==> src/rtl/pmfb_pkg.sv <==
`timescale 1ns / 1ps
// ----------------------------------------------------------------------------
// Paged monochrome frame buffer package
// Shared transaction types, operation and command codes, default sizes.
// ----------------------------------------------------------------------------
package pmfb_pkg;

  localparam int NUM_PARTS_DEF   = 2;
  localparam int NUM_PAGES_DEF   = 8;
  localparam int NUM_COLUMNS_DEF = 128;
  localparam int ROWS_PER_PAGE   = 8;
  localparam int QUEUE_DEPTH     = 2;

  typedef logic [2:0] op_t;

  localparam op_t OP_RD_BYTE = 3'd0;
  localparam op_t OP_WR_BYTE = 3'd1;
  localparam op_t OP_WR_PIX  = 3'd2;
  localparam op_t OP_GET_PIX = 3'd3;
  localparam op_t OP_FILL    = 3'd4;
  localparam op_t OP_COPY    = 3'd5;
  localparam op_t OP_OR      = 3'd6;
  localparam op_t OP_ANDN    = 3'd7;

  typedef logic [3:0] kind_t;

  localparam kind_t K_NONE    = 4'd0;
  localparam kind_t K_RD_BYTE = 4'd1;
  localparam kind_t K_WR_BYTE = 4'd2;
  localparam kind_t K_WR_PIX  = 4'd3;
  localparam kind_t K_GET_PIX = 4'd4;
  localparam kind_t K_FILL    = 4'd5;
  localparam kind_t K_COPY    = 4'd6;
  localparam kind_t K_OR      = 4'd7;
  localparam kind_t K_ANDN    = 4'd8;

  typedef struct packed {
    logic [2:0] op;
    logic [7:0] column;
    logic [6:0] row;
    logic [2:0] page;
    logic [7:0] data;
    logic       dest_part;
    logic       src_part;
  } in_t;

  typedef struct packed {
    logic [7:0] read_data;
    logic       out_of_range;
  } out_t;

  typedef struct packed {
    kind_t      kind;
    logic       oor;
    logic       part;
    logic       src_part;
    logic [3:0] page;
    logic [7:0] column;
    logic [2:0] bit_idx;
    logic [7:0] data;
  } cmd_t;

  typedef struct packed {
    logic full;
    logic empty;
  } q_status_t;

endpackage

==> src/rtl/pmfb_front.sv <==
`timescale 1ns / 1ps
// ----------------------------------------------------------------------------
// Paged monochrome frame buffer front end
// Holds the selected part register and turns each accepted transaction into
// a classified command with its bounds and part checks already resolved.
// ----------------------------------------------------------------------------
module pmfb_front #(
  parameter int NUM_PARTS   = pmfb_pkg::NUM_PARTS_DEF,
  parameter int NUM_PAGES   = pmfb_pkg::NUM_PAGES_DEF,
  parameter int NUM_COLUMNS = pmfb_pkg::NUM_COLUMNS_DEF
) (
  input  logic           clk,
  input  logic           rst_n,
  input  logic           start,
  input  logic           busy,
  input  pmfb_pkg::in_t  in_data,
  input  logic           cfg_we,
  input  logic           cfg_wdata,
  output logic           push,
  output pmfb_pkg::cmd_t push_cmd
);

  logic sel_part_r;
  logic sel_part_nxt;
  logic col_oor;
  logic page_oor;
  logic row_oor;
  logic sel_ok;
  logic dest_ok;
  logic src_ok;

  always_comb begin
    sel_part_nxt = cfg_we ? cfg_wdata : sel_part_r;
  end

  always_ff @(posedge clk) begin
    if (!rst_n) begin
      sel_part_r <= 1'b0;
    end else begin
      sel_part_r <= sel_part_nxt;
    end
  end

  assign push     = start && !busy;
  assign col_oor  = {1'b0, in_data.column} >= 9'(NUM_COLUMNS);
  assign page_oor = {2'b0, in_data.page} >= 5'(NUM_PAGES);
  assign row_oor  = {1'b0, in_data.row} >= 8'(NUM_PAGES * pmfb_pkg::ROWS_PER_PAGE);
  assign sel_ok   = {3'b0, sel_part_r} < 4'(NUM_PARTS);
  assign dest_ok  = {3'b0, in_data.dest_part} < 4'(NUM_PARTS);
  assign src_ok   = {3'b0, in_data.src_part} < 4'(NUM_PARTS);

  always_comb begin
    push_cmd          = '0;
    push_cmd.kind     = pmfb_pkg::K_NONE;
    push_cmd.data     = in_data.data;
    push_cmd.column   = in_data.column;
    push_cmd.src_part = in_data.src_part;
    case (in_data.op)
      pmfb_pkg::OP_RD_BYTE, pmfb_pkg::OP_WR_BYTE: begin
        push_cmd.part = sel_part_r;
        push_cmd.page = {1'b0, in_data.page};
        if (col_oor || page_oor) begin
          push_cmd.oor = 1'b1;
        end else if (sel_ok) begin
          push_cmd.kind = (in_data.op == pmfb_pkg::OP_RD_BYTE) ? pmfb_pkg::K_RD_BYTE
                                                                : pmfb_pkg::K_WR_BYTE;
        end
      end
      pmfb_pkg::OP_WR_PIX, pmfb_pkg::OP_GET_PIX: begin
        push_cmd.part    = sel_part_r;
        push_cmd.page    = in_data.row[6:3];
        push_cmd.bit_idx = in_data.row[2:0];
        if (col_oor || row_oor) begin
          push_cmd.oor = 1'b1;
        end else if (sel_ok) begin
          push_cmd.kind = (in_data.op == pmfb_pkg::OP_WR_PIX) ? pmfb_pkg::K_WR_PIX
                                                               : pmfb_pkg::K_GET_PIX;
        end
      end
      pmfb_pkg::OP_FILL: begin
        push_cmd.part = in_data.dest_part;
        if (dest_ok) begin
          push_cmd.kind = pmfb_pkg::K_FILL;
        end
      end
      pmfb_pkg::OP_COPY: begin
        push_cmd.part = in_data.dest_part;
        if (dest_ok && src_ok) begin
          push_cmd.kind = pmfb_pkg::K_COPY;
        end
      end
      pmfb_pkg::OP_OR: begin
        push_cmd.part = in_data.dest_part;
        if (dest_ok && src_ok) begin
          push_cmd.kind = pmfb_pkg::K_OR;
        end
      end
      pmfb_pkg::OP_ANDN: begin
        push_cmd.part = in_data.dest_part;
        if (dest_ok && src_ok) begin
          push_cmd.kind = pmfb_pkg::K_ANDN;
        end
      end
      default: begin
        push_cmd.kind = pmfb_pkg::K_NONE;
      end
    endcase
  end

endmodule

==> config.mk <==
export PLATFORM = sky130hd
export DESIGN_NAME = pmfb_front
export DESIGN_NICKNAME = d
export VERILOG_FILES = /design/src/rtl/pmfb_pkg.sv /design/src/rtl/pmfb_front.sv
export SDC_FILE = /design/constraint.sdc
export NUM_CORES = 1
export LEC_CHECK = 0
export ABC_AREA = 1
export BUFFER_PORTS_ARGS = -buffer_cell sky130_fd_sc_hd__buf_4
export CELL_PAD_IN_SITES_DETAIL_PLACEMENT = 2
export CELL_PAD_IN_SITES_GLOBAL_PLACEMENT = 2
export CORE_ASPECT_RATIO = 1.2
export CORE_MARGIN = 2
export CORE_UTILIZATION = 10
export CTS_BUF_LIST = sky130_fd_sc_hd__clkbuf_8
export DETAILED_ROUTE_END_ITERATION = 8
export MAX_ROUTING_LAYER = met4
export PLACE_DENSITY = 0.95
export SETUP_SLACK_MARGIN = 0.02
export SLEW_MARGIN = 20
export SYNTH_ARGS = -nofsm -noshare
export SYNTH_HDL_FRONTEND = slang
export SYNTH_SLANG_ARGS = --single-unit
==> constraint.sdc <==
create_clock -name clk -period 1.45 [get_ports clk]
set_input_delay 0.29 -clock clk [delete_from_list [all_inputs] [get_ports clk]]
set_output_delay 0.29 -clock clk [all_outputs]
set_load 0.01 [all_outputs]
* After elaboration in Yosys (flattened, before gate mapping) *
Index checks and enable logic that the tools add are counted.
W data, S select, Z words.

word-level totals
  register bits after elaboration = 1
  word-level logic and storage cells = 29

operators by class
  order comparisons = 2
  equality and inequality tests = 7
  multiplexer cells = 11
  reduce and logical (&&, ||, !) cells = 8

operators with widths
  kind                  count
  $pmux W4 S6           1
  $eq A3 B3 Y1 const B  4
  $mux W3               3
  $ge A8 B8 Y1 const B  1
  $pmux W4 S2           1
  $reduce_or A4 Y1      2
  $ge A7 B7 Y1 const B  1
  $eq A3 B2 Y1 const B  2
  $mux W2               2
  $pmux W1 S2           2
  $reduce_or A2 Y1      2
  $eq A3 B1 Y1 const B  1
  $logic_not A3 Y1      1
  $mux W1               2
  $logic_and A1 B1 Y1   1
  $logic_not A1 Y1      1
  $logic_or A1 B1 Y1    1

* Longest topological paths before layout *
Gate-level depths: netlist (run 1).

  depth after elaboration = 4
  mapped depth = 4

* Worst setup path before layout (run 1) *
No wires, ideal clock.

  kind = input-to-output
  from = in in_data[29] (netlist bit)
  to = out push_cmd[27] (netlist bit)
  arrival = 0.831 ns
  path slack = 0.329 ns
  cell stages on the path = 4
  buffers on the path = 1
  path through = buf_2 nand3_2 nand2_1 nor2_1

RTL lines
  item         RTL line          text
  from (decl)  pmfb_front.sv:16  input pmfb_pkg::in_t in_data,
  to (decl)    pmfb_front.sv:20  output pmfb_pkg::cmd_t push_cmd

==> results of run 1 <==
==> cells in the mapped netlist <==
cell type	n	share of area [%]
nand2_1	15	18
inv_1	6	7.1
inv_2	1	1.2
buf_2	1	1.6
a21oi_1	1	1.6
nand4_1	1	2.0
nand3_2	1	3.1
nand3_1	3	4.7
buf_4	17	40
o21ai_0	1	1.6
dfxtp_1	1	6.3
nor2_1	9	11
xnor2_1	1	2.7
==> cell type report <==
type / count / area share, %
Inverter: 7 / 5.32
Tap cell: 36 / 9.11
Timing Repair Buffer: 35 / 53.2
Sequential cell: 1 / 4.05
Multi-Input combinational cell: 32 / 28.4
==> per-stage QoR <==
stage / worst slack [ps] / power (mW) / cells / hold WS [ps] / utilization [%]
floorplan: 329 / 0.127 / 58 / 383 / -
global placement: 253 / 0.166 / 111 / 480 / 16.2
detailed placement: 194 / 0.173 / 111 / 487 / 16.2
CTS: 188 / 0.173 / 111 / 487 / 16.2
global route: 106 / 0.184 / 111 / 498 / 16.2
finish: 194 / 0.170 / 111 / 485 / 16.2
==> cell families (layout without fill, tap and decap cells) <==
kind of cell	Yosys count	after routing
buffers and inverters	25	42
AO/OA/AOI/OAI	2	2
flip-flops	1	1
XOR/XNOR	1	1
AND/OR/NAND/NOR	29	29
==> power groups by stage <==
stage               registers, mW  logic, mW  clock network [mW]
floorplan                  0.0306     0.0961                   0
global placement           0.0310      0.135                   0
detailed placement         0.0314      0.142                   0
CTS                        0.0314      0.142                   0
global route               0.0314      0.153                   0
finish                     0.0312      0.139                   0
==> layer usage <==
layer	part of all wire, %	wire length, um
met5	0	0
met4	0.63	8
met3	15	195
met2	47	599
met1	37	470
==> worst paths after layout <==
kind               startpoint           end  depth (start not counted)
setup reg to reg   sel_part_r    sel_part_r                          2
setup / recovery  in_data[30]  push_cmd[27]                          6
hold / removal         cfg_we    sel_part_r                          2
hold reg to reg    sel_part_r    sel_part_r                          2
==> impl_metrics.toml, run 1 <==
[grt]
use_met3_pct = 1.96
met2_usage_pct = 13.1
grt_pass1_vias = 451
grt-ovfl-total = 0
grt_max_degree = 10
met1_usage_pct = 7.09
grt_pass1_wl_um = 2100
grt.busiest_layer = "met2"
track_usage_pct = 6.83
grt_antenna_before_repair = 0

[clock_tree]
clk_latency_ps = 0
ctsHoldBuffers = 0
post_cts_resized = 0
postCtsSetupBuffers = 0
path_clk_slew_ps = 0

[critical_path]
worstSetupPathType = "in2out"
worstSetupEndpointType = "output pin"
path_cells = "buf_4, inv_2, nand3_2, nand2_1, nor2_1, buf_4"
crit_slowest_cell = "buf_4"
path_delay_family = "buffers and inverters"
reg2reg_slack_ps = 810
worst_ep_arrival_time_ps = 970
path_common_cell = "buf_4"
cp-start-kind = "input pin"
slowest_delay_ps = 140
required_ps = 1160
crit_fanout = 9
cp_num_buf_inv = 3

[final_layout]
design_area_sq_um = 494
top_regs = "sel_part_r: 1 flops"
areaGrowthSynthToFinish_pct = 54.9
largest_reg_flops = 1
regMostFlops = "sel_part_r"
final_common_cell = "buf_4"
final.fill_count = 382
multiInputGateArea_sq_um = 140
drive_gt1_share_pct = 49.3
nets = 114
diodes = 0
seqCellArea_sq_um = 20.0
layout_common_cells = "buf_4 (35), nand2_1 (15), nor2_1 (9)"

[drt]
drt_iter0_markers = 10
routedWlPerCell_um = 11.5
drc = 0
firstDrtPassIters = 2
ant_nets = 0
via_count = 405
wl_um = 1270
viasPerCell = 3.65

[logic_synthesis]
synthCells = 58
ys_warn_count = 0
synth-xor-area-share_pct = 2.75
synth-seq-cells = 1
yosys.area_share.adder_pct = 0
ys_seq_area_share_pct = 6.27
synth_top_family_by_area = "buffers and inverters"
synth_mux_area_share_pct = 0
syn_area_sq_um = 319
synth-compound-area-share_pct = 3.14
synthesis.nets = 95
avgSynthCellArea_sq_um = 5.50
synthSimpleGateAreaFrac_pct = 38.0
synth_cell_type_count = 13

[die]
die_y_um = 65.9
start_util_pct = 10.4
fp-row-count = 22
chipWidth_um = 55.6
core-area_sq_um = 3060
ios = 68
die_area_sq_um = 3660

[sta]
finalHoldViolations = 0
maxSlewHeadroom_pct = 87.6
finClkSkew_ps = 0
maxSlewViolCount = 0
fmax_mhz = 796
min_period_ps = 1260
min_period_over_period_pct = 86.6
setup_violations = 0
rsz0062_at_grt = "no"
tns_ps = 0
worstMarginPinSlew_ps = 186

[power_and_ir_drop]
power_density_nw_per_um2 = 344
p_seq_share_pct = 18.4
ir_drop_mv = 0.169
switching_share_pct = 37.0
clkPwrFrac_pct = 0
intPower_mw = 0.107
combPwrFrac_pct = 81.6
p_switching_mw = 0.0629
leakage_nw = 0.300

[place]
place.gp.congestion = 0.782
place_area_sq_um = 494
dp_hpwl_um = 1180
io_buffers = 35

[run_status]
outcome = "finished clean"

[worst_hold_path]
hold_class = "in2reg"

[flow_run]
cap_violations = 0
Power figures use the tool's default switching activity.
==> run 2, diff against run 1 <==
--- a/config.mk
+++ b/config.mk
@@ -5,7 +5,6 @@
 export SDC_FILE = /design/constraint.sdc
 export NUM_CORES = 1
 export LEC_CHECK = 0
-export ABC_AREA = 1
 export BUFFER_PORTS_ARGS = -buffer_cell sky130_fd_sc_hd__buf_4
 export CELL_PAD_IN_SITES_DETAIL_PLACEMENT = 2
 export CELL_PAD_IN_SITES_GLOBAL_PLACEMENT = 2
==> impl_metrics.toml, run 2 <==
[sta]
finalHoldViolations = 0
worstMarginPinSlew_ps = 132
maxSlewHeadroom_pct = 91.0
tns_ps = 0
maxSlewViolCount = 0
rsz0062_at_grt = "no"
fmax_mhz = 793
finClkSkew_ps = 0
min_period_over_period_pct = 86.9
setup_violations = 0
min_period_ps = 1260

[clock_tree]
ctsHoldBuffers = 0
post_cts_resized = 0
path_clk_slew_ps = 0
postCtsSetupBuffers = 0
clk_latency_ps = 0

[logic_synthesis]
yosys.area.top_type = "buf_4"
synth_top_area_share_pct = 36.8
ys_warn_count = 0
synthCells = 46
synthSimpleGateAreaFrac_pct = 24.5
synth_mux_area_share_pct = 14.8
synth-edff-count = 0
synthFlopType = "dfxtp_1"
syn_area_sq_um = 347
synthTopCellsByCount = "buf_4 (17), nor2_1 (6), and2_1 (4), mux2i_1 (4)"
synth-compound-area-share_pct = 7.94
ys_async_sr_fraction_pct = 0
synth-seq-cells = 1
synthesis.nets = 83
avgSynthCellArea_sq_um = 7.53
synth-xor-area-share_pct = 2.53
synth_top_family_by_area = "buffers and inverters"
synthTopCellsByArea = "buf_4 (37%), mux2i_1 (12%), and2_1 (7.2%), buf_6 (6.5%), nor2_1 (6.5%)"
synth_cell_type_count = 16
ys_seq_area_share_pct = 5.78
synth.most_common_cell = "buf_4"
yosys.area_share.adder_pct = 0

[critical_path]
path_cells = "buf_4, nor2b_4, a32o_1, buf_4"
path_delay_family = "buffers and inverters"
path_common_cell = "buf_4"
worstSetupPathType = "in2out"
cp-start-kind = "input pin"
worstSetupEndpointType = "output pin"
worst_ep_arrival_time_ps = 970
crit_slowest_cell = "a32o_1"
crit_fanout = 8
r2r_cells = 2
slowest_delay_ps = 240
regToRegEndpoint = "sel_part_r"
reg2reg_slack_ps = 860
cp_num_cells = 4
rr_startpoint = "sel_part_r"
required_ps = 1160
cp_num_buf_inv = 2

[final_layout]
nets = 101
final.fill_count = 411
layoutNonFillerInstCount = 99
largest_reg_flops = 1
design_area_sq_um = 505
diodes = 0
areaGrowthSynthToFinish_pct = 45.8
layout_common_cells = "buf_4 (35), nor2_1 (6), mux2i_1 (4), and2_1 (4)"
top_regs = "sel_part_r: 1 flops"
drive_gt1_share_pct = 59.7
regMostFlops = "sel_part_r"
final_common_cell = "buf_4"

[worst_hold_path]
whs_path_depth = 2
whs_endpoint = "sel_part_r"
hp-start = "rst_n"
hold_class = "in2reg"

[die]
core-area_sq_um = 3340
chipWidth_um = 57.7
fp-row-count = 23
die_y_um = 68.5
ios = 68
start_util_pct = 10.4
die_area_sq_um = 3950

[grt]
grt_pass1_wl_um = 1670
grt_max_degree = 10
track_usage_pct = 5.33
grt-ovfl-total = 0
grt_pass1_vias = 390
grt_antenna_before_repair = 0

[drt]
routedWlPerCell_um = 11.1
drt_iter0_markers = 0
viasPerCell = 3.67
ant_nets = 0
firstDrtPassIters = 1
via_count = 363
drc = 0
wl_um = 1100

[place]
place_area_sq_um = 505
io_buffers = 35
dp.cells = 99
place.gp.congestion = 0.611
dp_hpwl_um = 1010

[power_and_ir_drop]
power_density_nw_per_um2 = 340
leakage_nw = 0.269
ir_drop_mv = 0.189

[flow_run]
cap_violations = 0

[run_status]
outcome = "finished clean"
run 2: kinds of logic after synthesis:
group	count (synthesis)
AO/OA/AOI/OAI	4
XOR/XNOR	1
buffers and inverters	20
flip-flops	1
multiplexers	5
AND/OR/NAND/NOR	15
run 2: stage by stage:
stage	hold slack (ps)	power, mW	worst slack [ps]	utilization [%]
final	507	0.172	190	15.1
after global routing	541	0.183	162	15.1
after CTS	511	0.174	182	15.1
after detailed placement	513	0.174	185	15.1
after global placement	511	0.169	194	15.1
after floorplan	418	0.136	364	-
run 2: routing by layer:
metal	track usage (%)	wire (um)	vias to the layer above
li1	-	-	162
met1	5.93	371	158
met2	9.94	517	39
met3	1.31	196	4
met4	0.581	9	0
met5	-	0	-
run 2: worst max path at each step:
stage,from,to,slack (ps)
floorplan,in_data[29],push_cmd[28],360
global placement,in_data[29],push_cmd[28],190
detailed placement,in_data[29],push_cmd[28],180
CTS,in_data[29],push_cmd[28],180
global route,in_data[29],push_cmd[28],160
finish,in_data[29],push_cmd[28],190
run 2: power breakdown:
group | total [mW] | internal, mW | leakage [nW] | switching [mW]
combinational | 0.141 | 0.0841 | 0.261 | 0.0571
sequential | 0.0305 | 0.0297 | 0.00826 | 0.000764
clock | 0 | 0 | 0 | 0
total | 0.172 | 0.114 | 0.269 | 0.0579
run 2: layout make-up:
| type | instances | area, sq um | share of cell area, % |
|---|---|---|---|
| Timing Repair Buffer | 35 | 263 | 52.0 |
| Multi-Input combinational cell | 25 | 173 | 34.2 |
| Tap cell | 37 | 46.3 | 9.16 |
| Sequential cell | 1 | 20.0 | 3.96 |
| Inverter | 1 | 3.75 | 0.743 |
