[src/rtl/pmfb_pkg.sv]
`timescale 1ns / 1ps
// ----------------------------------------------------------------------------
// Paged monochrome frame buffer package
// Shared transaction types, operation and command codes, default sizes.
// ----------------------------------------------------------------------------
package pmfb_pkg;

  localparam int NUM_PARTS_DEF   = 2;
  localparam int NUM_PAGES_DEF   = 8;
  localparam int NUM_COLUMNS_DEF = 128;
  localparam int ROWS_PER_PAGE   = 8;
  localparam int QUEUE_DEPTH     = 2;

  typedef logic [2:0] op_t;

  localparam op_t OP_RD_BYTE = 3'd0;
  localparam op_t OP_WR_BYTE = 3'd1;
  localparam op_t OP_WR_PIX  = 3'd2;
  localparam op_t OP_GET_PIX = 3'd3;
  localparam op_t OP_FILL    = 3'd4;
  localparam op_t OP_COPY    = 3'd5;
  localparam op_t OP_OR      = 3'd6;
  localparam op_t OP_ANDN    = 3'd7;

  typedef logic [3:0] kind_t;

  localparam kind_t K_NONE    = 4'd0;
  localparam kind_t K_RD_BYTE = 4'd1;
  localparam kind_t K_WR_BYTE = 4'd2;
  localparam kind_t K_WR_PIX  = 4'd3;
  localparam kind_t K_GET_PIX = 4'd4;
  localparam kind_t K_FILL    = 4'd5;
  localparam kind_t K_COPY    = 4'd6;
  localparam kind_t K_OR      = 4'd7;
  localparam kind_t K_ANDN    = 4'd8;

  typedef struct packed {
    logic [2:0] op;
    logic [7:0] column;
    logic [6:0] row;
    logic [2:0] page;
    logic [7:0] data;
    logic       dest_part;
    logic       src_part;
  } in_t;

  typedef struct packed {
    logic [7:0] read_data;
    logic       out_of_range;
  } out_t;

  typedef struct packed {
    kind_t      kind;
    logic       oor;
    logic       part;
    logic       src_part;
    logic [3:0] page;
    logic [7:0] column;
    logic [2:0] bit_idx;
    logic [7:0] data;
  } cmd_t;

  typedef struct packed {
    logic full;
    logic empty;
  } q_status_t;

endpackage

[src/rtl/pmfb_queue.sv]
`timescale 1ns / 1ps
// ----------------------------------------------------------------------------
// Paged monochrome frame buffer command queue
// Short FIFO that decouples the front end from the back end.
// ----------------------------------------------------------------------------
module pmfb_queue #(
  parameter int DEPTH = pmfb_pkg::QUEUE_DEPTH
) (
  input  logic                clk,
  input  logic                rst_n,
  input  logic                push,
  input  pmfb_pkg::cmd_t      push_cmd,
  input  logic                pop,
  output pmfb_pkg::cmd_t      head,
  output pmfb_pkg::q_status_t status
);

  localparam int PW = (DEPTH > 1) ? $clog2(DEPTH) : 1;
  localparam int CW = $clog2(DEPTH + 1);

  pmfb_pkg::cmd_t entry_r [DEPTH];
  logic [PW-1:0]  wr_ptr_r;
  logic [PW-1:0]  wr_ptr_nxt;
  logic [PW-1:0]  rd_ptr_r;
  logic [PW-1:0]  rd_ptr_nxt;
  logic [CW-1:0]  count_r;
  logic [CW-1:0]  count_nxt;
  logic           do_push;
  logic           do_pop;

  assign status.full  = count_r == CW'(DEPTH);
  assign status.empty = count_r == '0;
  assign do_push      = push && !status.full;
  assign do_pop       = pop && !status.empty;
  assign head         = entry_r[rd_ptr_r];

  always_comb begin
    wr_ptr_nxt = wr_ptr_r;
    rd_ptr_nxt = rd_ptr_r;
    count_nxt  = count_r;
    if (do_push) begin
      wr_ptr_nxt = (wr_ptr_r == PW'(DEPTH - 1)) ? '0 : wr_ptr_r + 1'b1;
    end
    if (do_pop) begin
      rd_ptr_nxt = (rd_ptr_r == PW'(DEPTH - 1)) ? '0 : rd_ptr_r + 1'b1;
    end
    if (do_push && !do_pop) begin
      count_nxt = count_r + 1'b1;
    end else if (do_pop && !do_push) begin
      count_nxt = count_r - 1'b1;
    end
  end

  always_ff @(posedge clk) begin
    if (!rst_n) begin
      wr_ptr_r <= '0;
      rd_ptr_r <= '0;
      count_r  <= '0;
    end else begin
      wr_ptr_r <= wr_ptr_nxt;
      rd_ptr_r <= rd_ptr_nxt;
      count_r  <= count_nxt;
    end
  end

  always_ff @(posedge clk) begin
    if (do_push) begin
      entry_r[wr_ptr_r] <= push_cmd;
    end
  end

endmodule

[config.mk]
export PLATFORM = sky130hd
export DESIGN_NAME = pmfb_queue
export DESIGN_NICKNAME = d
export VERILOG_FILES = /design/src/rtl/pmfb_pkg.sv /design/src/rtl/pmfb_queue.sv
export SDC_FILE = /design/constraint.sdc
export NUM_CORES = 1
export LEC_CHECK = 0
export BUFFER_PORTS_ARGS = -buffer_cell sky130_fd_sc_hd__buf_2
export CORE_MARGIN = 10
export CORE_UTILIZATION = 55
export CTS_BUF_LIST = sky130_fd_sc_hd__clkbuf_4 sky130_fd_sc_hd__clkbuf_8 sky130_fd_sc_hd__clkbuf_16
export DETAILED_ROUTE_END_ITERATION = 6
export GPL_TIMING_DRIVEN = 0
export PLACE_DENSITY = 0.82
export SLEW_MARGIN = 20
export SYNTH_ARGS = -nofsm -noshare
export SYNTH_HDL_FRONTEND = slang
export SYNTH_SLANG_ARGS = --single-unit
export TNS_END_PERCENT = 50
[constraint.sdc]
create_clock -name clk -period 6.6 [get_ports clk]
set_input_delay 0.33 -clock clk [delete_from_list [all_inputs] [get_ports clk]]
set_output_delay 0.33 -clock clk [all_outputs]
set_load 0.05 [all_outputs]
### Yosys cells after proc, flatten, opt, wreduce, memory -nomap -nowiden

Memory sizes are Yosys's and may differ from the RTL's. A register that Yosys moved wholly into a read port is not among the register bits.
Cells that the tools add are included.

| word-level totals | value |
|---|---|
| word-level logic and storage cells | 27 |
| memories kept | 1 |
| input bits | 34 |
| output and inout port bits | 32 |
| flip-flop bits (word level) | 4 |
| memory bits (writable) | 60 |

| operators by class | value |
|---|---|
| mux-type cells | 8 |
| reductions and logical operators | 10 |
| equality and inequality tests | 1 |
| $add $sub $neg | 4 |

Memory list:

| memory | words | bits a word | rd ports | clocked after memory_dff | wr ports | line | source |
|---|---|---|---|---|---|---|---|
| entry_r | 2 | 30 | 1 | 1 | 1 | pmfb_queue.sv:21 | `pmfb_pkg::cmd_t entry_r [DEPTH];` |

Operators by type and width:

| cell | count |
|---|---|
| 1-bit two-way mux | 6 |
| 1-bit logical AND | 4 |
| 1-bit zero test | 4 |
| 2-bit two-way mux | 2 |
| 1-bit adder, second input constant | 2 |
| 2-bit by 1-bit adder with 2-bit output, second input constant | 1 |
| 2-bit equality test, second input constant | 1 |
| 2-bit zero test | 1 |
| 2-bit nonzero test | 1 |
| 2-bit by 1-bit subtractor with 2-bit output, second input constant | 1 |

### Depth between registers and ports, before layout

Gate-level depths: netlist of the first run.

| depth | value |
|---|---|
| depth in word-level cells | 7 |
| mapped depth | 7 |
| depth with buffers taken out | 7 |

### Worst setup path before layout of the first run

No wires, ideal clock.

| timing | value |
|---|---|
| path kind | reg2reg |
| start point | register count_r[0] |
| end point | memory entry_r[0][0] in the netlist's numbering (enable) |
| period minus slack after synthesis | 2334 ps |
| setup time | 414 ps |
| buffers on the path | 0 |
| data required time | 6186 ps |
| path slack | 4266 ps |
| stages on the path, launching flop included | 4 |
| arrival time | 1920 ps |
| cells stage by stage | dfxtp_1 -> nand2b_1 -> inv_2 -> nor3_2 |

RTL lines:

| element | line | source |
|---|---|---|
| start: declaration | pmfb_queue.sv:26 | `logic [CW-1:0] count_r;` |
| start signal: assignment | pmfb_queue.sv:62 | `count_r <= count_nxt;` |
| end: declaration | pmfb_queue.sv:21 |  |

### Final worst setup path of the first run

| timing | value |
|---|---|
| start point | register count_r[0] |
| end point | memory entry_r[0][0] in the netlist's numbering (enable) |

| on the way | value |
|---|---|
| cells in the longest elaborated chain, start to end | 5 |

Ends and longest elaborated chain:

| element | line | source |
|---|---|---|
| 2-bit equality test | pmfb_queue.sv:31 | `assign status.full = count_r == CW'(DEPTH);` |
| 1-bit zero test | pmfb_queue.sv:33 | `assign do_push = push && !status.full;` |
| 1-bit logical AND | pmfb_queue.sv:33 |  |
| 1-bit two-way mux | pmfb_queue.sv:67 | `if (do_push) begin` |
| 1-bit two-way mux (implied by the code) | pmfb_queue.sv:68 | `entry_r[wr_ptr_r] <= push_cmd;` |

No other way between the ends.

==> summary.md, run 1 <==
• 0% — async set-reset flop share out of synthesis
• completed — run status
• 0 — initial antenna violation count
• 0 — final setup violating endpoints
• 9 — Num CTS Buffers
• 20.2 sq um — average instance area after synthesis
• 2 — Longest Clk Path Bufs
• 24.9% — P&R area growth vs syn
• 2800 sq um — Post-DP Area
• sky130_fd_sc_hd__edfxtp_1 — most used flip-flop cell after synthesis
• 6620 ps — CP required
• flip-flop — startpoint types
• 66 — I/O pin count
• 72.5% — final core utilization
• 85.9 microns — Die Span X
• 0 — Overflow after GRT
• 5.10 — post-DR vias/cell
• 0 — post-cts hold buffer count
• flip-flop — critical path endpoint category
• 4 — router iterations before antenna repair
• 4120 sq um — core area
• 3.45 mm — Final HPWL DP
• sky130_fd_sc_hd__edfxtp_1, sky130_fd_sc_hd__mux2_2, sky130_fd_sc_hd__dfxtp_1 — most used standard cells in the synthesized netlist
• 60 — count of flip-flops with a built-in enable after synthesis
• reg -> reg — start-to-end type of the worst setup path
• sky130_fd_sc_hd__edfxtp_1, sky130_fd_sc_hd__mux2_2, sky130_fd_sc_hd__dfxtp_1 — top area cells in the synthesized netlist
• 1400 — vias in the first global route
• 230 — Layout Nets
• 0 — count of yosys warnings during synthesis
• 2980 sq um — final non-filler cell area
• 197 ps — Hold WS
• 795 ps — actual transition at the worst max-transition pin
• 18.6 microns — Routed WL per cell
• 23 — Site Rows
• 0 — Final ANT Viol Nets
• 320 ps — clock latency of the later-clocked register in the worst-skew pair
• sky130_fd_sc_hd__clkbuf_8 — cell at the root of the clock tree
• 79 — initial detailed-routing violation count
• 2390 sq um — total standard cell area after synthesis
• 536 MHz — f_max
• 65 — post-synthesis sequential element count
• 7.13 mm — global-route wire length before repair
• 0 — post-cts repair resize count
• in -> reg — Hold/Removal Path Class
• no — RSZ-0062 raised after global routing
• 271 — Layout fillers
• 0.685 — final weighted congestion of routability-driven global placement
• 1890 ps — Crit path arrival time
• 0 — number of antenna repair diodes
• 31 — largest net degree at the start of global routing
• 20 — post-synth cell types
• 1276 — total number of vias
• 0 — total count of hold-check failures in the final report
• 118 — number of cells produced by synthesis
• 0 — count of max-cap constraint violations
• sky130_fd_sc_hd__edfxtp_1 — most numerous cell in the Yosys netlist
• 65 — Port Buffers
• 75.4% — area share of the largest cell type after synthesis
• 65 — Clock Sink Count
• 454 nW/um^2 — Power Dens Cells
• 0 — final-report max-slew violation count
• 57.5% — layout cell share with drive strength beyond 1
• sky130_fd_sc_hd__edfxtp_1 — area leader, netlist
• 58.0% — Initial Utilization
• 153 — Post-Synthesis Net Count
• 28.3% — share of the clock period used by the worst path
• 7380 sq um — overall die area
• 0 ps — sum of negative setup slack
• 12.8% — total track usage
• 46.8% — normalized max-slew margin
• 4.65 mm — Routed WL
• 3 — H-tree level count
• 85.9 microns — vertical die dimension
• 60 ps — clock-pin transition on the worst setup and hold timing paths
• yes — CTS tree
• 0.300 mV — maximum VDD drop
• 0 — post-CTS setup buffer count
• 0 — DRC violation count after routing
• 1870 ps — minimum clock period
• 79.6% — share of synthesized area occupied by flip-flops and latches
• 16 — critical path fanouts, max
• 1.15 nW — leakage component of the power
• 3.06 ps — setup clock skew after layout
area by class of cell:
type	count	area, sq um	share of cell area [%]
inverter	2	7.51	0.252
timing repair buffer	66	340	11.4
tap	50	62.6	2.10
clock buffer	11	139	4.65
clock inverter	5	46.3	1.55
sequential	65	1900	63.7
buffer	3	15.0	0.503
multi-input combinational	48	472	15.8
flip-flops by register name (all words and copies together), names as in the netlist, named ones only:
name / flops
entry_r: 60
rd_ptr_r: 1
count_r: 2
wr_ptr_r: 1
per-stage QoR:
step | instances | power [W] | setup WS (ps)
6_report | 250 | 0.00136 | 4730
5_1_grt | 250 | 0.00142 | 4600
4_1_cts | 250 | 0.00137 | 4710
3_5_place_dp | 234 | 0.00106 | 4720
3_3_place_gp | 233 | 0.00104 | 3860
2_1_floorplan | 118 | 0.000941 | 4270
path summary, 6_finish.rpt:
path	from	end	slack (ps)	depth (start not counted)
worst max-delay path	count_r[0]$_SDFFE_PN0P_	entry_r[0][0]$_DFFE_PP_	4730	4
worst min-delay path	push_cmd[26]	entry_r[0][26]$_DFFE_PP_	200	1
worst max register to register	count_r[0]$_SDFFE_PN0P_	entry_r[0][0]$_DFFE_PP_	4730	4
worst min register to register	count_r[1]$_SDFFE_PN0P_	count_r[1]$_SDFFE_PN0P_	550	2
layout by cell type (no fill, tap or decap), types with 2 or more instances in the layout:
cell / count
sky130_fd_sc_hd__and2_1: 3
sky130_fd_sc_hd__mux2_2: 30
sky130_fd_sc_hd__clkinv_1: 3
sky130_fd_sc_hd__clkbuf_4: 2
sky130_fd_sc_hd__buf_2: 68
sky130_fd_sc_hd__clkbuf_8: 9
sky130_fd_sc_hd__dfxtp_1: 5
sky130_fd_sc_hd__edfxtp_1: 60
sky130_fd_sc_hd__xnor2_1: 2
sky130_fd_sc_hd__nor2_1: 2
metal layers:
layer	up-vias	global-route usage, %	part of all wire [%]
met5	-	0	0
met1	612	13.2	38
met4	0	6.74	0.73
met3	4	5.11	6.4
met2	44	22.0	55
li1	616	-	-
logic make-up after synthesis:
kind of cell / synth area share, %
compound gates: 1.36
xor+xnor: 1.10
fa+ha+maj: 0.524
buf+inv: 0.942
flops: 79.6
mux: 14.1
simple gates: 2.31
worst max-delay path: stages, from the launching register on:
cell	delay, ps
sky130_fd_sc_hd__dfxtp_1	420
sky130_fd_sc_hd__nand2b_1	200
sky130_fd_sc_hd__inv_2	70
sky130_fd_sc_hd__nor3_4	610
sky130_fd_sc_hd__buf_8	260
report_power, final:
part | total [W] | switching [W] | internal [W]
combinational | 0.000507 | 0.000362 | 0.000146
sequential | 0.000541 | 0.0000208 | 0.000520
clock | 0.000308 | 0.000130 | 0.000178
total | 0.00136 | 0.000512 | 0.000844
Power figures use the tool's default switching activity.
==> run 2: changes to the inputs <==
--- a/config.mk
+++ b/config.mk
@@ -5,13 +5,14 @@
 export SDC_FILE = /design/constraint.sdc
 export NUM_CORES = 1
 export LEC_CHECK = 0
+export ABC_AREA = 1
 export BUFFER_PORTS_ARGS = -buffer_cell sky130_fd_sc_hd__buf_2
 export CORE_MARGIN = 10
-export CORE_UTILIZATION = 55
+export CORE_UTILIZATION = 51
 export CTS_BUF_LIST = sky130_fd_sc_hd__clkbuf_4 sky130_fd_sc_hd__clkbuf_8 sky130_fd_sc_hd__clkbuf_16
 export DETAILED_ROUTE_END_ITERATION = 6
 export GPL_TIMING_DRIVEN = 0
-export PLACE_DENSITY = 0.82
+export PLACE_DENSITY = 0.77
 export SLEW_MARGIN = 20
 export SYNTH_ARGS = -nofsm -noshare
 export SYNTH_HDL_FRONTEND = slang
==> constraint.sdc (replaced) <==
create_clock -name clk -period 1.8 [get_ports clk]
set_input_delay 0.09 -clock clk [delete_from_list [all_inputs] [get_ports clk]]
set_output_delay 0.09 -clock clk [all_outputs]
set_load 0.05 [all_outputs]
==> run 2 against run 1 <==
  * Sequential power rose to 3.7 times the previous value
  * Largest cell class unchanged
  * Clock power rose to 3.6 times the previous value
  * Fmax rose by 14%
  * Critical path type unchanged
  * Largest power group unchanged
==> summary.md, run 2 <==
• sky130_fd_sc_hd__edfxtp_1, sky130_fd_sc_hd__mux2_2, sky130_fd_sc_hd__dfxtp_1 — top area cells in the synthesized netlist
• 274 — Layout Nets
• 0 — DRC violation count after routing
• 2070 ps — CP required
• reg -> reg — start-to-end type of the worst setup path
• sky130_fd_sc_hd__edfxtp_1 — most used flip-flop cell after synthesis
• 1.42 mV — maximum VDD drop
• sky130_fd_sc_hd__edfxtp_1 — area leader, netlist
• 0 — Final ANT Viol Nets
• sky130_fd_sc_hd__edfxtp_1, sky130_fd_sc_hd__mux2_2, sky130_fd_sc_hd__nor2_1 — most used standard cells in the synthesized netlist
• 612 MHz — f_max
• no — RSZ-0062 raised after global routing
• entry_r — register ranked first by flip-flop count
• 2410 sq um — total standard cell area after synthesis
• 90.8% — share of the clock period used by the worst path
• 5.34 mm — Routed WL
• in -> reg — Hold/Removal Path Class
• 7870 sq um — overall die area
• sky130_fd_sc_hd__buf_2, sky130_fd_sc_hd__edfxtp_1, sky130_fd_sc_hd__mux2_2, sky130_fd_sc_hd__dlygate4sd3_1, sky130_fd_sc_hd__clkbuf_8 — top library cells by usage in the layout, fill and taps aside
• 60 — count of flip-flops with a built-in enable after synthesis
• 0 — final-report max-slew violation count
• sky130_fd_sc_hd__edfxtp_1 — most numerous cell in the Yosys netlist
• 60 — flip-flop count of the largest register after layout
• flip-flop — critical path endpoint category
• 0 — total count of hold-check failures in the final report
• 3 — H-tree level count
• 0.00492 W — total power
• 66 — I/O pin count
• 250 — Post-Place Cells
• 65 — Port Buffers
• 467 sq um — Multi-input gate area
• 330 ps — clock latency of the later-clocked register in the worst-skew pair
• 24 — Site Rows
• 8.29 mm — global-route wire length before repair
• 74.8% — area share of the largest cell type after synthesis
• 60 ps — clock-pin transition on the worst setup and hold timing paths
• 3.59 mm — Final HPWL DP
• 9 — Num CTS Buffers
• 15 — post-synth cell types
• yes — CTS tree
• 1630 ps — minimum clock period
• flip-flop — startpoint types
• 0 ps — sum of negative setup slack
• 1900 sq um — area used by sequential logic in the layout
• 53.9% — Initial Utilization
• 272 — Layout fillers
• 18.1 microns — Routed WL per cell
• 27.4 ps — Hold WS
• 93 — initial detailed-routing violation count
• 0 — post-CTS setup buffer count
• 65 — post-synthesis sequential element count
• 88.7 microns — vertical die dimension
• 296 — final non-filler cell total
• 4 — router iterations before antenna repair
• completed — run status
• 0% — async set-reset flop share out of synthesis
• 360 ps — CP peak stage delay
• 0 — count of yosys warnings during synthesis
• 2 — Longest Clk Path Bufs
• 1470 nW/um^2 — Power Dens Cells
• 1487 — total number of vias
• 4 — critical path fanouts, max
• 0 — count of max-cap constraint violations
• 19 — largest net degree at the start of global routing
• inv_1 > o21ai_2 > inv_1 > ha_1 > inv_1 > nand3_1 > nand2_1 > inv_1 > nor2_1 — ordered list of cells on the worst path
• 78.9% — share of synthesized area occupied by flip-flops and latches
• 68.3% — normalized max-slew margin
• sky130_fd_sc_hd__clkbuf_8 — cell at the root of the clock tree
• 0 — initial antenna violation count
• 131 — number of cells produced by synthesis
• 1910 ps — Crit path arrival time
• 7.57 ps — setup clock skew after layout
• 5.02 — post-DR vias/cell
• flip-flops — CP delay by family, top
• 474 ps — actual transition at the worst max-transition pin
• 4470 sq um — core area
• 14.5% — total track usage
• entry_r: 60 flops, count_r: 2 flops — largest registers in the final layout
• 4 — crit path buf inv count
• 166 — Post-Synthesis Net Count
• 18.4 sq um — average instance area after synthesis
• 1.32 nW — leakage component of the power
• sky130_fd_sc_hd__inv_1 — most prevalent standard cell on the critical path
• 0.735 — final weighted congestion of routability-driven global placement
• 88.7 microns — Die Span X
• 0 — final setup violating endpoints
• 39.0% — P&R area growth vs syn
• sky130_fd_sc_hd__dfxtp_1 — slowest stage cell on the critical path
• 0 — Overflow after GRT
• 1680 — vias in the first global route
• sky130_fd_sc_hd__buf_2 — most common cell after layout, fill and taps aside
• 0 — number of antenna repair diodes
• 49.6% — layout cell share with drive strength beyond 1
• 65 — Clock Sink Count
==> run 2: changes by cell type in the layout (fill, tap and decap cells not counted), moves of 2 or more <==
cell / delta
sky130_fd_sc_hd__clkinv_1: -3
sky130_fd_sc_hd__xnor2_1: -2
sky130_fd_sc_hd__nor2_4: +2
sky130_fd_sc_hd__buf_4: +3
sky130_fd_sc_hd__inv_1: +7
sky130_fd_sc_hd__buf_16: +2
sky130_fd_sc_hd__nand2_1: +6
sky130_fd_sc_hd__and2_1: -3
sky130_fd_sc_hd__buf_2: -3
sky130_fd_sc_hd__dlygate4sd3_1: +30
sky130_fd_sc_hd__clkbuf_4: +3
sky130_fd_sc_hd__nor2_1: +6
==> run 2: cells by family after synthesis <==
| kind of cell | Yosys count | share of synthesized area, % |
|---|---|---|
| buffers and inverters | 12 | 2.34 |
| AO/OA/AOI/OAI | 4 | 0.986 |
| multiplexers | 30 | 14.0 |
| flip-flops | 65 | 78.9 |
| adder cells (fa/ha/maj) | 1 | 0.519 |
| AND/OR/NAND/NOR | 19 | 3.22 |
==> run 2: what timing repair did <==
| item | 4_1_cts | 5_1_grt |
|---|---|---|
| hold buffers | 30 | 0 |
| resized for setup | 0 | 0 |
| endpoints found under the hold margin | 60 | 0 |
==> run 2: worst paths after layout <==
check	startpoint	depth (start not counted)	endpoint	slack [ps]
worst max-delay path	count_r[1]$_SDFFE_PN0P_	9	count_r[1]$_SDFFE_PN0P_	170
worst min-delay path	rst_n	3	count_r[1]$_SDFFE_PN0P_	30
worst min register to register	rd_ptr_r$_SDFFE_PN0P_	2	rd_ptr_r$_SDFFE_PN0P_	520
worst max register to register	count_r[1]$_SDFFE_PN0P_	9	count_r[1]$_SDFFE_PN0P_	170
==> run 2: final cells by class <==
type                       instances  area share, %
timing repair buffer              97           20.3
clock inverter                     1          0.149
tap                               52           1.94
buffer                             3          0.672
inverter                           9           1.01
sequential                        65           56.8
multi-input combinational         54           13.9
clock buffer                      15           5.23
==> run 2: through the flow <==
step	utilization, %	instance area [sq um]	worst slack [ps]
final	74.9	3350	165
after global routing	74.9	3350	17.0
after CTS	74.9	3350	170
after detailed placement	64.1	2870	185
after global placement	62.6	2800	-930
after floorplan	-	2410	-387
==> run 2: routing by layer <==
metal	wire length (microns)	up-vias	global-route usage, %
li1	-	702	-
met1	1930	734	14.5
met2	3010	38	26.1
met3	262	13	4.50
met4	136	0	8.08
met5	0	-	0
==> run 2: tightest hold or removal path: cells and delay by family <==
| kind | cells | cell delay (ps) |
|---|---|---|
| and+or+nand+nor | 2 | 100 |
| buffers and inverters | 1 | 130 |
==> run 2: where the power goes <==
part / internal [W] / total [W] / switching, W
clock: 0.000614 / 0.00111 / 0.000495
sequential: 0.00191 / 0.00199 / 0.0000764
combinational: 0.000543 / 0.00182 / 0.00128
==> run 3: changes to the inputs <==
--- a/config.mk
+++ b/config.mk
@@ -8,11 +8,11 @@
 export ABC_AREA = 1
 export BUFFER_PORTS_ARGS = -buffer_cell sky130_fd_sc_hd__buf_2
 export CORE_MARGIN = 10
-export CORE_UTILIZATION = 51
+export CORE_UTILIZATION = 46
 export CTS_BUF_LIST = sky130_fd_sc_hd__clkbuf_4 sky130_fd_sc_hd__clkbuf_8 sky130_fd_sc_hd__clkbuf_16
 export DETAILED_ROUTE_END_ITERATION = 6
 export GPL_TIMING_DRIVEN = 0
-export PLACE_DENSITY = 0.77
+export PLACE_DENSITY = 0.73
 export SLEW_MARGIN = 20
 export SYNTH_ARGS = -nofsm -noshare
 export SYNTH_HDL_FRONTEND = slang
==> constraint.sdc (replaced) <==
create_clock -name clk -period 1.35 [get_ports clk]
set_input_delay 0.0675 -clock clk [delete_from_list [all_inputs] [get_ports clk]]
set_output_delay 0.0675 -clock clk [all_outputs]
set_load 0.05 [all_outputs]
==> run 3 against run 2 <==
  * Via count rose by 3.4%
  * Worst setup slack got worse by 290 ps
  * Clock power rose by 34%
  * Design area rose by 10%
  * Sequential cell count did not move
  * Sequential share of layout area fell by 4.9 points
  * Final cell count rose by 9.8%
  * The run now ends with negative setup slack left
  * Critical endpoint is now head[24]
  * Largest power group is now combinational cells
  * Die area rose by 8.4%
  * Worst hold slack improved by 150 ps
  * Count of clock-buffer cells in the layout rose by 1
==> summary.md, run 3 (synthesis gave the netlist of run 2 again) <==
• 9 — Num CTS Buffers
• 4.73 — post-DR vias/cell
• in -> reg — Hold/Removal Path Class
• 0 — number of antenna repair diodes
• 285 — Layout Nets
• 1930 nW/um^2 — Power Dens Cells
• 337 — Layout fillers
• 54.5% — layout cell share with drive strength beyond 1
• 60 — flip-flop count of the largest register after layout
• 1.36 mV — maximum VDD drop
• 7.76 mm — global-route wire length before repair
• 1.43 nW — leakage component of the power
• 3.20 mm — Final HPWL DP
• entry_r: 60 flops, count_r: 2 flops — largest registers in the final layout
• 1575 — vias in the first global route
• sky130_fd_sc_hd__edfxtp_1, sky130_fd_sc_hd__buf_2, sky130_fd_sc_hd__dlygate4sd3_1, sky130_fd_sc_hd__mux2_2, sky130_fd_sc_hd__buf_6 — top library cells by usage in the layout, fill and taps aside
• 0 — Final ANT Viol Nets
• 92.4 microns — Die Span X
• sky130_fd_sc_hd__edfxtp_1 — most common cell after layout, fill and taps aside
• 9 — R2R cell count
• 0 — total count of hold-check failures in the final report
• 47.2% — Initial Utilization
• 1400 ps — Crit path arrival time
• 65 — Clock Sink Count
• 0 — initial antenna violation count
• -121 ps — Final Worst Setup Slack
• 65 — initial detailed-routing violation count
• sky130_fd_sc_hd__clkbuf_8 — cell at the root of the clock tree
• 0 — DRC violation count after routing
• 12.1% — total track usage
• 53.0% — P&R area growth vs syn
• 325 — final non-filler cell total
• 1280 ps — CP required
• reg -> out — start-to-end type of the worst setup path
• 10 — critical path fanouts, max
• 340 ps — clock latency of the later-clocked register in the worst-skew pair
• 266 — Post-Place Cells
• 0.00713 W — total power
• 680 MHz — f_max
• 1470 ps — minimum clock period
• sky130_fd_sc_hd__dfxtp_4 — slowest stage cell on the critical path
• 31 — largest net degree at the start of global routing
• complete, but fails checks — run status
• 3 — H-tree level count
• buf_8 > mux2_2 > buf_2 — ordered list of cells on the worst path
• 4 — router iterations before antenna repair
• 5 — hold path cells
• 2 — Longest Clk Path Bufs
• 1538 — total number of vias
• 5110 sq um — core area
• 30 — final setup violating endpoints
• 5.51 mm — Routed WL
• negative setup slack — failing checks
• 8530 sq um — overall die area
• 109% — share of the clock period used by the worst path
• 26 — Site Rows
• 17.0 microns — Routed WL per cell
• flip-flop — startpoint types
• 0.726 — final weighted congestion of routability-driven global placement
• yes — CTS tree
• 60 ps — clock-pin transition on the worst setup and hold timing paths
• 271 ps — actual transition at the worst max-transition pin
• 81.9% — normalized max-slew margin
• entry_r — register ranked first by flip-flop count
• yes — RSZ-0062 raised after global routing
• -2750 ps — sum of negative setup slack
• 0 — final-report max-slew violation count
• 92.4 microns — vertical die dimension
• 6.31 ps — setup clock skew after layout
• 380 ps — CP peak stage delay
• output port — critical path endpoint category
• 65 — Port Buffers
• 0 — Overflow after GRT
• 66 — I/O pin count
• 0 — count of max-cap constraint violations
-- run 3: cell count changes in the layout (fill, tap and decap cells not counted), sizes merged --
| cell | change |
|---|---|
| buf | +8 |
| clkbuf | +1 |
| nor2 | +2 |
| dlygate4sd3 | +1 |
| clkinv | -1 |
-- run 3: worst max-delay path: cells and delay by family, from the launching register on --
family	cells	cell delay, ps
buffers and inverters	2	360
flip-flops	1	380
multiplexers	1	330
-- run 3: power breakdown --
group,internal [W],leakage (nW),switching (W)
clock,0.000842,0.0995,0.000649
sequential,0.00257,0.603,0.000137
combinational,0.00113,0.730,0.00179
-- run 3: layout make-up --
class / instances / area [sq um] / share of cell area (%)
Sequential cell: 65 / 1910 / 51.9
Timing Repair Buffer: 106 / 905 / 24.5
Multi-Input combinational cell: 56 / 520 / 14.1
Clock buffer: 16 / 183 / 4.95
Tap cell: 70 / 87.6 / 2.38
Buffer: 3 / 45.0 / 1.22
Inverter: 9 / 33.8 / 0.916
-- run 3: worst paths after layout --
check	from	end	slack, ps
max	flip-flop	head[24]	-120
min	push	wr_ptr_r$_SDFFE_PN0P_	180
max reg2reg	count_r[1]$_SDFFE_PN0P_	count_r[1]$_SDFFE_PN0P_	30
min reg2reg	count_r[0]$_SDFFE_PN0P_	count_r[0]$_SDFFE_PN0P_	540
-- run 3: metrics by stage --
| step | worst slack (ps) | hold slack, ps | area [sq um] | utilization [%] |
|---|---|---|---|---|
| 6_report | -121 | 176 | 3690 | 72.2 |
| 4_1_cts | -286 | 140 | 3350 | 65.6 |
| 3_3_place_gp | -270 | 255 | 2860 | 55.9 |
| 2_1_floorplan | -21.4 | 166 | 2440 | - |
| 3_5_place_dp | -286 | 259 | 2860 | 55.9 |
| 5_1_grt | -164 | 198 | 3690 | 72.2 |
-- run 3: routing by layer --
metal / wire, microns / vias up / global-route usage [%]
li1: - / 729 / -
met1: 2120 / 748 / 11.1
met2: 2970 / 47 / 21.8
met3: 272 / 14 / 4.04
met4: 152 / 0 / 8.61
met5: 0 / - / 0
-- run 3: repair_timing --
action / 4_1_cts / 5_1_grt
resized for setup: 1 / 85
buffers inserted: 0 / 10
hold endpoints to repair: 61 / 0
hold buffers: 31 / 0
endpoints found under the setup margin: 92 / 92
gates cloned: 0 / 2
pin swaps: 1 / 5
